[src/sv/blam_pkg.sv]
package blam_pkg;

    localparam int ADDR_LINES      = 16;
    localparam int DATA_LINES      = 8;
    localparam int CTRL_LINES      = 7;
    localparam int EDGE_COUNT_BITS = 16;

    localparam int LINE_W    = 31;
    localparam int DATA_BASE = 16;
    localparam int CTRL_BASE = 24;
    localparam int RISE_W    = 8;
    localparam int WIN_W     = 24;
    localparam int TPS_W     = 27;
    localparam int HZ_W      = 32;
    localparam int PROD_W    = EDGE_COUNT_BITS + TPS_W;

    localparam int ADDR_ST_W = 32;
    localparam int DATA_ST_W = 16;
    localparam int CTRL_ST_W = 14;
    localparam int RST_ST_W  = 2;

    localparam logic [WIN_W-1:0] WINDOW_LEN_RST = WIN_W'(20000);
    localparam logic [WIN_W-1:0] GATE_LEN_RST   = WIN_W'(10000);
    localparam logic [TPS_W-1:0] TPS_RST        = TPS_W'(1000000);

    typedef enum logic [1:0] {
        CFG_WINDOW_LEN = 2'd0,
        CFG_GATE_LEN   = 2'd1,
        CFG_TPS        = 2'd2
    } cfg_idx_t;

    // Per-line status codes
    localparam logic [1:0] LINE_TOGGLING   = 2'd0;
    localparam logic [1:0] LINE_STUCK_HIGH = 2'd1;
    localparam logic [1:0] LINE_STUCK_LOW  = 2'd2;

    // Reset line state codes
    localparam logic [1:0] RST_DRIVEN   = 2'd0;
    localparam logic [1:0] RST_TOGGLING = 2'd1;
    localparam logic [1:0] RST_RELEASED = 2'd2;
    localparam logic [1:0] RST_HELD     = 2'd3;

    typedef struct packed {
        logic [ADDR_ST_W-1:0]       addr_status;
        logic [DATA_ST_W-1:0]       data_status;
        logic [CTRL_ST_W-1:0]       ctrl_status;
        logic [RST_ST_W-1:0]        reset_state;
        logic [EDGE_COUNT_BITS-1:0] edge_count;
    } blam_summary_t;

endpackage

[src/sv/blam_accum.sv]
module blam_accum import blam_pkg::*; (
    input  logic                 aclk,
    input  logic                 aresetn,
    input  logic                 tick_en,
    input  logic [LINE_W-1:0]    lines,
    input  logic                 reset_level,
    input  logic                 reset_driven,
    input  logic [RISE_W-1:0]    rises,
    input  logic [WIN_W-1:0]     window_len,
    input  logic [WIN_W-1:0]     gate_len,
    output logic                 win_end,
    output blam_summary_t        summary
);

    logic [LINE_W-1:0]          any_high_reg, any_high_next;
    logic [LINE_W-1:0]          any_low_reg, any_low_next;
    logic                       seen_high_reg, seen_high_next;
    logic                       seen_low_reg, seen_low_next;
    logic [EDGE_COUNT_BITS-1:0] edge_reg, edge_next;
    logic [WIN_W-1:0]           tick_reg, tick_next;
    logic [WIN_W-1:0]           win_eff;

    function automatic logic [ADDR_ST_W-1:0] group_code(
        input logic [LINE_W-1:0] hi,
        input logic [LINE_W-1:0] lo,
        input int                base,
        input int                count
    );
        logic [ADDR_ST_W-1:0] r;
        r = '0;
        for (int i = 0; i < ADDR_ST_W / 2; i++) begin
            if (i < count) begin
                if (hi[base + i] && lo[base + i]) begin
                    r[2*i +: 2] = LINE_TOGGLING;
                end else if (hi[base + i]) begin
                    r[2*i +: 2] = LINE_STUCK_HIGH;
                end else begin
                    r[2*i +: 2] = LINE_STUCK_LOW;
                end
            end
        end
        return r;
    endfunction

    always_comb begin
        any_high_next  = any_high_reg | lines;
        any_low_next   = any_low_reg | ~lines;
        seen_high_next = seen_high_reg | reset_level;
        seen_low_next  = seen_low_reg | ~reset_level;
        edge_next      = edge_reg;
        if (tick_reg < gate_len) begin
            edge_next = edge_reg + EDGE_COUNT_BITS'(rises);
        end
        tick_next = tick_reg + WIN_W'(1);
        win_eff   = (window_len == '0) ? WIN_W'(1) : window_len;
        win_end   = (tick_next >= win_eff) || (tick_next == '0);

        summary.addr_status = group_code(any_high_next, any_low_next, 0, ADDR_LINES);
        summary.data_status = DATA_ST_W'(group_code(any_high_next, any_low_next,
                                                    DATA_BASE, DATA_LINES));
        summary.ctrl_status = CTRL_ST_W'(group_code(any_high_next, any_low_next,
                                                    CTRL_BASE, CTRL_LINES));
        if (reset_driven) begin
            summary.reset_state = RST_DRIVEN;
        end else if (seen_high_next && seen_low_next) begin
            summary.reset_state = RST_TOGGLING;
        end else if (seen_high_next) begin
            summary.reset_state = RST_RELEASED;
        end else begin
            summary.reset_state = RST_HELD;
        end
        summary.edge_count = edge_next;
    end

    always_ff @(posedge aclk) begin
        if (!aresetn) begin
            any_high_reg  <= '0;
            any_low_reg   <= '0;
            seen_high_reg <= 1'b0;
            seen_low_reg  <= 1'b0;
            edge_reg      <= '0;
            tick_reg      <= '0;
        end else if (tick_en) begin
            if (win_end) begin
                any_high_reg  <= '0;
                any_low_reg   <= '0;
                seen_high_reg <= 1'b0;
                seen_low_reg  <= 1'b0;
                edge_reg      <= '0;
                tick_reg      <= '0;
            end else begin
                any_high_reg  <= any_high_next;
                any_low_reg   <= any_low_next;
                seen_high_reg <= seen_high_next;
                seen_low_reg  <= seen_low_next;
                edge_reg      <= edge_next;
                tick_reg      <= tick_next;
            end
        end
    end

endmodule

[src/sv/blam_hz_div.sv]
module blam_hz_div import blam_pkg::*; (
    input  logic                       aclk,
    input  logic                       aresetn,
    input  logic                       start,
    input  logic [EDGE_COUNT_BITS-1:0] edges,
    input  logic [TPS_W-1:0]           tps,
    input  logic [WIN_W-1:0]           gate,
    input  logic                       ack,
    output logic                       busy,
    output logic                       done,
    output logic [HZ_W-1:0]            hz
);

    localparam int CNT_W = $clog2(PROD_W);

    typedef enum logic [1:0] {
        S_IDLE,
        S_MUL,
        S_DIV,
        S_DONE
    } state_t;

    state_t                     state_reg;
    logic [EDGE_COUNT_BITS-1:0] edges_reg;
    logic [TPS_W-1:0]           tps_reg;
    logic [WIN_W-1:0]           gate_reg;
    logic [PROD_W-1:0]          quo_reg;
    logic [WIN_W-1:0]           rem_reg;
    logic [CNT_W-1:0]           cnt_reg;
    logic [WIN_W:0]             trial;
    logic                       fits;

    // One restoring step: shift in the next dividend bit, subtract if it fits.
    assign trial = {rem_reg, quo_reg[PROD_W-1]};
    assign fits  = trial >= {1'b0, gate_reg};

    assign busy = (state_reg != S_IDLE);
    assign done = (state_reg == S_DONE);
    assign hz   = (|quo_reg[PROD_W-1:HZ_W]) ? '1 : quo_reg[HZ_W-1:0];

    always_ff @(posedge aclk) begin
        if (!aresetn) begin
            state_reg <= S_IDLE;
        end else begin
            case (state_reg)
                S_IDLE: begin
                    if (start) begin
                        edges_reg <= edges;
                        tps_reg   <= tps;
                        gate_reg  <= gate;
                        state_reg <= S_MUL;
                    end
                end
                S_MUL: begin
                    rem_reg <= '0;
                    cnt_reg <= CNT_W'(PROD_W - 1);
                    if (gate_reg == '0) begin
                        quo_reg   <= '0;
                        state_reg <= S_DONE;
                    end else begin
                        quo_reg   <= PROD_W'(edges_reg) * PROD_W'(tps_reg);
                        state_reg <= S_DIV;
                    end
                end
                S_DIV: begin
                    if (fits) begin
                        rem_reg <= WIN_W'(trial - {1'b0, gate_reg});
                    end else begin
                        rem_reg <= trial[WIN_W-1:0];
                    end
                    quo_reg <= {quo_reg[PROD_W-2:0], fits};
                    cnt_reg <= cnt_reg - CNT_W'(1);
                    if (cnt_reg == '0) begin
                        state_reg <= S_DONE;
                    end
                end
                S_DONE: begin
                    if (ack) begin
                        state_reg <= S_IDLE;
                    end
                end
                default: begin
                    state_reg <= S_IDLE;
                end
            endcase
        end
    end

endmodule

[src/sv/bus_line_activity_monitor.sv]
// Bus line activity monitor.
// Input stream: one transaction per sample tick. s_tdata carries the 31 bus
// line levels and the clock rising edges seen since the previous tick;
// s_tuser carries the reset line level and the cartridge reset-drive flag.
// Output stream: one transaction per observation window with the status of
// every address, data and control line (active, stuck high, stuck low), the
// reset line state and the measured bus clock in Hz.
// Configuration: cfg_valid/cfg_ready write channel, cfg_index selects
// window_len (0), gate_len (1) or ticks_per_second (2); other indexes are
// dropped. Write only while the block is idle.
// Flow: ticks are taken while the unit is free. The tick that closes the
// window starts the multiply/divide unit: a multiply step, then one quotient
// bit per cycle over PROD_W (43) bits, then the done state; s_tready stays
// low until the result is loaded into the output register and raises
// m_tvalid. With a zero gate the divide is skipped and the result is 0 Hz.
// Reset (aresetn low, synchronous) clears the window accumulators, the unit
// sequencer and m_tvalid, and loads the default register values.
// Receiver stall: the result holds in the output register; ticks keep being
// taken until the next window closes, then the unit holds its result and
// s_tready stays low until the output register is free.
module bus_line_activity_monitor import blam_pkg::*; (
    input  logic                 aclk,
    input  logic                 aresetn,
    // Tick input
    input  logic                 s_tvalid,
    output logic                 s_tready,
    input  logic [39:0]          s_tdata,   // [30:0] bus_lines, [38:31] clock_rises
    input  logic [1:0]           s_tuser,   // [0] reset_level, [1] reset_driven
    // Window result
    output logic                 m_tvalid,
    input  logic                 m_tready,
    output logic [95:0]          m_tdata,   // [31:0] addr_status, [47:32] data_status,
                                            // [61:48] ctrl_status, [93:62] clock_hz
    output logic [RST_ST_W-1:0]  m_tuser,   // [1:0] reset_state
    // Register writes
    input  logic                 cfg_valid,
    output logic                 cfg_ready,
    input  logic [1:0]           cfg_index,
    input  logic [TPS_W-1:0]     cfg_data
);

    logic [WIN_W-1:0]     window_len_reg;
    logic [WIN_W-1:0]     gate_len_reg;
    logic [TPS_W-1:0]     tps_reg;

    logic                 tick_en;
    logic                 win_end;
    logic                 div_start;
    logic                 div_busy;
    logic                 div_done;
    logic                 out_free;
    logic                 out_load;
    logic [HZ_W-1:0]      div_hz;
    blam_summary_t        summary;

    logic [ADDR_ST_W-1:0] addr_pend_reg;
    logic [DATA_ST_W-1:0] data_pend_reg;
    logic [CTRL_ST_W-1:0] ctrl_pend_reg;
    logic [RST_ST_W-1:0]  rst_pend_reg;
    logic                 m_tvalid_reg;
    logic [95:0]          m_tdata_reg;
    logic [RST_ST_W-1:0]  m_tuser_reg;

    // Registers are always writable; the user keeps writes to idle periods.
    assign cfg_ready = 1'b1;

    always_ff @(posedge aclk) begin
        if (!aresetn) begin
            window_len_reg <= WINDOW_LEN_RST;
            gate_len_reg   <= GATE_LEN_RST;
            tps_reg        <= TPS_RST;
        end else if (cfg_valid) begin
            case (cfg_idx_t'(cfg_index))
                CFG_WINDOW_LEN: window_len_reg <= cfg_data[WIN_W-1:0];
                CFG_GATE_LEN:   gate_len_reg   <= cfg_data[WIN_W-1:0];
                CFG_TPS:        tps_reg        <= cfg_data;
                default: begin
                    // Unknown index: drop the write
                end
            endcase
        end
    end

    // Ticks are taken whenever the divide unit is free.
    assign s_tready  = !div_busy;
    assign tick_en   = s_tvalid && s_tready;
    assign div_start = tick_en && win_end;

    blam_accum u_accum (
        .aclk         (aclk),
        .aresetn      (aresetn),
        .tick_en      (tick_en),
        .lines        (s_tdata[LINE_W-1:0]),
        .reset_level  (s_tuser[0]),
        .reset_driven (s_tuser[1]),
        .rises        (s_tdata[LINE_W +: RISE_W]),
        .window_len   (window_len_reg),
        .gate_len     (gate_len_reg),
        .win_end      (win_end),
        .summary      (summary)
    );

    blam_hz_div u_hz_div (
        .aclk    (aclk),
        .aresetn (aresetn),
        .start   (div_start),
        .edges   (summary.edge_count),
        .tps     (tps_reg),
        .gate    (gate_len_reg),
        .ack     (out_free),
        .busy    (div_busy),
        .done    (div_done),
        .hz      (div_hz)
    );

    // Hold the line statuses of the closed window while the Hz value is worked out.
    always_ff @(posedge aclk) begin
        if (div_start) begin
            addr_pend_reg <= summary.addr_status;
            data_pend_reg <= summary.data_status;
            ctrl_pend_reg <= summary.ctrl_status;
            rst_pend_reg  <= summary.reset_state;
        end
    end

    // Output register: load when the unit is done and the slot is empty or draining.
    assign out_free = !m_tvalid_reg || m_tready;
    assign out_load = div_done && out_free;

    always_ff @(posedge aclk) begin
        if (!aresetn) begin
            m_tvalid_reg <= 1'b0;
        end else if (out_load) begin
            m_tvalid_reg <= 1'b1;
        end else if (m_tready) begin
            m_tvalid_reg <= 1'b0;
        end
    end

    always_ff @(posedge aclk) begin
        if (out_load) begin
            m_tdata_reg <= {2'b00, div_hz, ctrl_pend_reg, data_pend_reg, addr_pend_reg};
            m_tuser_reg <= rst_pend_reg;
        end
    end

    assign m_tvalid = m_tvalid_reg;
    assign m_tdata  = m_tdata_reg;
    assign m_tuser  = m_tuser_reg;

endmodule

[config.mk]
export PLATFORM = sky130hd
export DESIGN_NAME = bus_line_activity_monitor
export DESIGN_NICKNAME = d
export VERILOG_FILES = /design/src/sv/blam_pkg.sv /design/src/sv/blam_accum.sv /design/src/sv/blam_hz_div.sv /design/src/sv/bus_line_activity_monitor.sv
export SDC_FILE = /design/constraint.sdc
export NUM_CORES = 2
export LEC_CHECK = 0
export BUFFER_PORTS_ARGS = -buffer_cell sky130_fd_sc_hd__buf_2
export CELL_PAD_IN_SITES_DETAIL_PLACEMENT = 1
export CELL_PAD_IN_SITES_GLOBAL_PLACEMENT = 2
export CORE_ASPECT_RATIO = 1.75
export CORE_MARGIN = 2
export CORE_UTILIZATION = 41
export CTS_BUF_LIST = sky130_fd_sc_hd__clkbuf_16
export CTS_CLUSTER_SIZE = 25
export DETAILED_ROUTE_END_ITERATION = 12
export PLACE_DENSITY = 0.88
export SLEW_MARGIN = 10
export SYNTH_ARGS = -nofsm -noshare
export SYNTH_HDL_FRONTEND = slang
export SYNTH_HIERARCHICAL = 1
export SYNTH_SLANG_ARGS = --single-unit
[constraint.sdc]
create_clock -name aclk -period 8.41 [get_ports aclk]
set_input_delay 0.4205 -clock aclk [delete_from_list [all_inputs] [get_ports aclk]]
set_output_delay 0.4205 -clock aclk [all_outputs]
set_load 0.02 [all_outputs]
==> out/metrics.yaml <==
wl_per_cell_um: 22.1
grt_pass1_wl_um: 161000
clock_tree.root_cell: "sky130_fd_sc_hd__clkbuf_16"
mappedNetlistArea_um2: 34800
synth-seq-area-share: 0.364
number_of_post_cts_setup_repair_buffers: 0
timing.final.crit_period_ns: 7.18
design.final.nets: 4190
io_buffer_count: 172
num_vias: 25200
critical_path.endpoint_type: "register"
cts-root-to-sink-buffers: 3
finalWeightedCongestion: 0.889
syn_inst: 3461
synth_edf_count: 300
nFillCells: 9525
maxCapViolCount: 0
layoutNonFillerInstCount: 4673
cts.htree.levels: 2
cts_hold_buf: 0
post_route_cells_drive_above_1_share: 0.101
areaGrowthSynthToFinish_pct: 9.53
powerDensity_nw_per_um2: 139
crit_type: "reg2reg"
max_stage_delay_ns: 1.12
min-delay-path-class: "in2reg"
cts.sink_count: 482
drv_slew: 0
floorplan.die.width_um: 224
drc: 0
count_of_standard_cell_rows: 141
yosys.cell_types.count: 97
post_cts_resize_count: 0
gr-usage-all-layers: 0.242
fin_util: 0.452
slew-limit-headroom: 0.190
max-vdd-ir-drop_mv: 0.190
detail_route.vias_per_cell: 5.38
critical_path.slowest_cell: "sky130_fd_sc_hd__edfxtp_1"
synth_area_per_cell_um2: 10.1
min_period_over_period: 0.853
crit_fanout: 27
clk_pin_slew_ns: 0.07
ios: 177
worst_ep_required_time_ns: 8.72
timing.critical_path.from_type: "register"
ant_nets: 0
finClkSkew_ns: 0.0444
die_h_um: 389
clock.fmax_mhz: 139
yosys-top-cells-area: "sky130_fd_sc_hd__edfxtp_1 26%, sky130_fd_sc_hd__fa_1 20%, sky130_fd_sc_hd__dfxtp_1 10%, sky130_fd_sc_hd__ha_1 7.2%, sky130_fd_sc_hd__inv_1 5.6%"
synth.largest_area_cell: "sky130_fd_sc_hd__edfxtp_1"
worst_pin_slew_ns: 1.21
first_pass_iters: 5
grt_max_degree: 77
floorplan.die_area_um2: 87300
run_status: "finished, final reports clean"
total_power_w: 0.00528
cts_inserted_buffers: 42
postSynth.topFlopCell: "sky130_fd_sc_hd__edfxtp_1"
final-hold-violation-count: 0
wl_um: 103000
clock_latency_of_the_later_clocked_register_in_the_worst_skew_pair_ns: 0.59
drtIter0Drc: 995
yosysWarnings: 6
totalNegativeSetupSlack_ns: 0
worstPathCellList: "nand2_1 -> fa_1 -> fa_1 -> fa_1 -> inv_1 -> fa_1 -> fa_1 -> inv_1 -> fa_1 -> inv_1 -> ha_1 -> nand4_2 -> nor2_2 -> o2111ai_1 -> a31oi_1 -> o2111a_1 -> a21oi_2 -> mux2i_1 -> a221o_1"
leakagePower_nw: 16.5
synthDominantCellAreaShare: 0.259
async_set_reset_flop_share_out_of_synthesis: 0
largest_register_ffs: 94
clock_tree_from_tritoncts: "built"
crit_path_frequent_cell: "sky130_fd_sc_hd__fa_1"
antenna_found_initial: 15
core-area_um2: 84300
unrepaired_setup_endpoints_after_global_routing: "false"
floorplan.initialDensity: 0.413
grt.overflow.total: 0
timing.final.setup_violations: 0
arrival_ns: 7.49
hpwlAfterDp_um: 80100
synth_seq_cells: 482
first_global_vias: 28400
place.detailed.instances: 4591
[kinds of logic (layout without fill, tap and decap cells)]
family | count (synthesis) | in the layout | synth area share
muxes | 80 | 80 | 0.0232
adders and majority gates | 551 | 551 | 0.274
DFF | 482 | 482 | 0.364
xor gates and xnor gates | 89 | 89 | 0.0224
AOI/OAI and AO/OA | 441 | 441 | 0.0829
and+or+nand+nor | 1133 | 1133 | 0.156
buffers and inverters | 683 | 817 | 0.0778
other | 2 | 8 | 0.000216
[cell type report]
cell class / instances / area (um2) / share of cell area
Timing Repair Buffer: 216 / 1190 / 0.0313
Sequential cell: 482 / 12700 / 0.332
Multi-Input combinational cell: 2297 / 19500 / 0.511
Inverter: 524 / 1970 / 0.0516
Antenna cell: 5 / 12.5 / 0.000328
Tap cell: 1072 / 1340 / 0.0352
Clock buffer: 46 / 1150 / 0.0302
Clock inverter: 31 / 324 / 0.00850
[worst max-delay path: cells and delay by family (launching register included)]
kind	cells	cell delay [ns]
adders and majority gates	7	3.49
AOI/OAI and AO/OA	5	1.40
DFF	1	1.12
and+or+nand+nor	3	0.60
buffers and inverters	3	0.15
muxes	1	0.13
[layer usage]
metal  vias up  part of all wire  track usage
li1      11400                 -            -
met1     12900              0.35        0.249
met2       536              0.56        0.483
met3       247             0.037       0.0296
met4        12             0.047        0.102
met5         -           0.00074            0
[stage by stage]
| step | hold WS [ns] | area (um2) | worst slack, ns |
|---|---|---|---|
| floorplan | 0.400 | 34800 | 1.64 |
| global placement | 0.401 | 36600 | 1.35 |
| detailed placement | 0.406 | 36600 | 1.28 |
| CTS | 0.0816 | 38100 | 1.22 |
| global route | 0.103 | 38100 | 0.944 |
| finish | 0.103 | 38100 | 1.23 |
[power breakdown]
| part | leakage [nW] | total [W] | switching, W | internal [W] |
|---|---|---|---|---|
| clock | 0.721 | 0.00210 | 0.000944 | 0.00116 |
| combinational | 11.7 | 0.000525 | 0.000338 | 0.000186 |
| sequential | 4.08 | 0.00266 | 0.0000614 | 0.00260 |
| total | 16.5 | 0.00528 | 0.00134 | 0.00394 |
[final timing paths]
| path | startpoint | end | slack (ns) | cells past startpoint |
|---|---|---|---|---|
| max | u_hz_div/edges_reg[1] | u_hz_div/quo_reg[34] | 1.23 | 19 |
| min | s_tdata[14] | u_accum/any_high_reg[14] | 0.10 | 3 |
| max reg2reg | u_hz_div/edges_reg[1] | u_hz_div/quo_reg[34] | 1.23 | 19 |
| min reg2reg | data_pend_reg[3] | m_tdata[35] | 0.42 | 0 |
[Yosys cell counts (35+ instances only)]
cell type / number
sky130_fd_sc_hd__edfxtp_1: 300
sky130_fd_sc_hd__a21oi_1: 164
sky130_fd_sc_hd__nand2_1: 469
sky130_fd_sc_hd__xnor2_1: 54
sky130_fd_sc_hd__dfxtp_1: 182
sky130_fd_sc_hd__inv_1: 523
sky130_fd_sc_hd__ha_1: 201
sky130_fd_sc_hd__nor2_1: 208
sky130_fd_sc_hd__mux2i_1: 75
sky130_fd_sc_hd__clkbuf_1: 117
sky130_fd_sc_hd__fa_1: 350
sky130_fd_sc_hd__nand3_1: 39
sky130_fd_sc_hd__xor2_1: 35
sky130_fd_sc_hd__o21ai_0: 82
sky130_fd_sc_hd__and2_1: 189
[cells in the final DEF, fill, tap and decap left out, types with 54 or more instances in the layout]
cell type	n
sky130_fd_sc_hd__nor2_1	208
sky130_fd_sc_hd__ha_1	200
sky130_fd_sc_hd__xnor2_1	54
sky130_fd_sc_hd__edfxtp_1	300
sky130_fd_sc_hd__inv_1	525
sky130_fd_sc_hd__mux2i_1	75
sky130_fd_sc_hd__and2_1	186
sky130_fd_sc_hd__fa_1	350
sky130_fd_sc_hd__buf_2	171
sky130_fd_sc_hd__dfxtp_1	182
sky130_fd_sc_hd__o21ai_0	82
sky130_fd_sc_hd__nand2_1	469
sky130_fd_sc_hd__a21oi_1	164
Note: power is estimated with default switching activity, not from simulation.
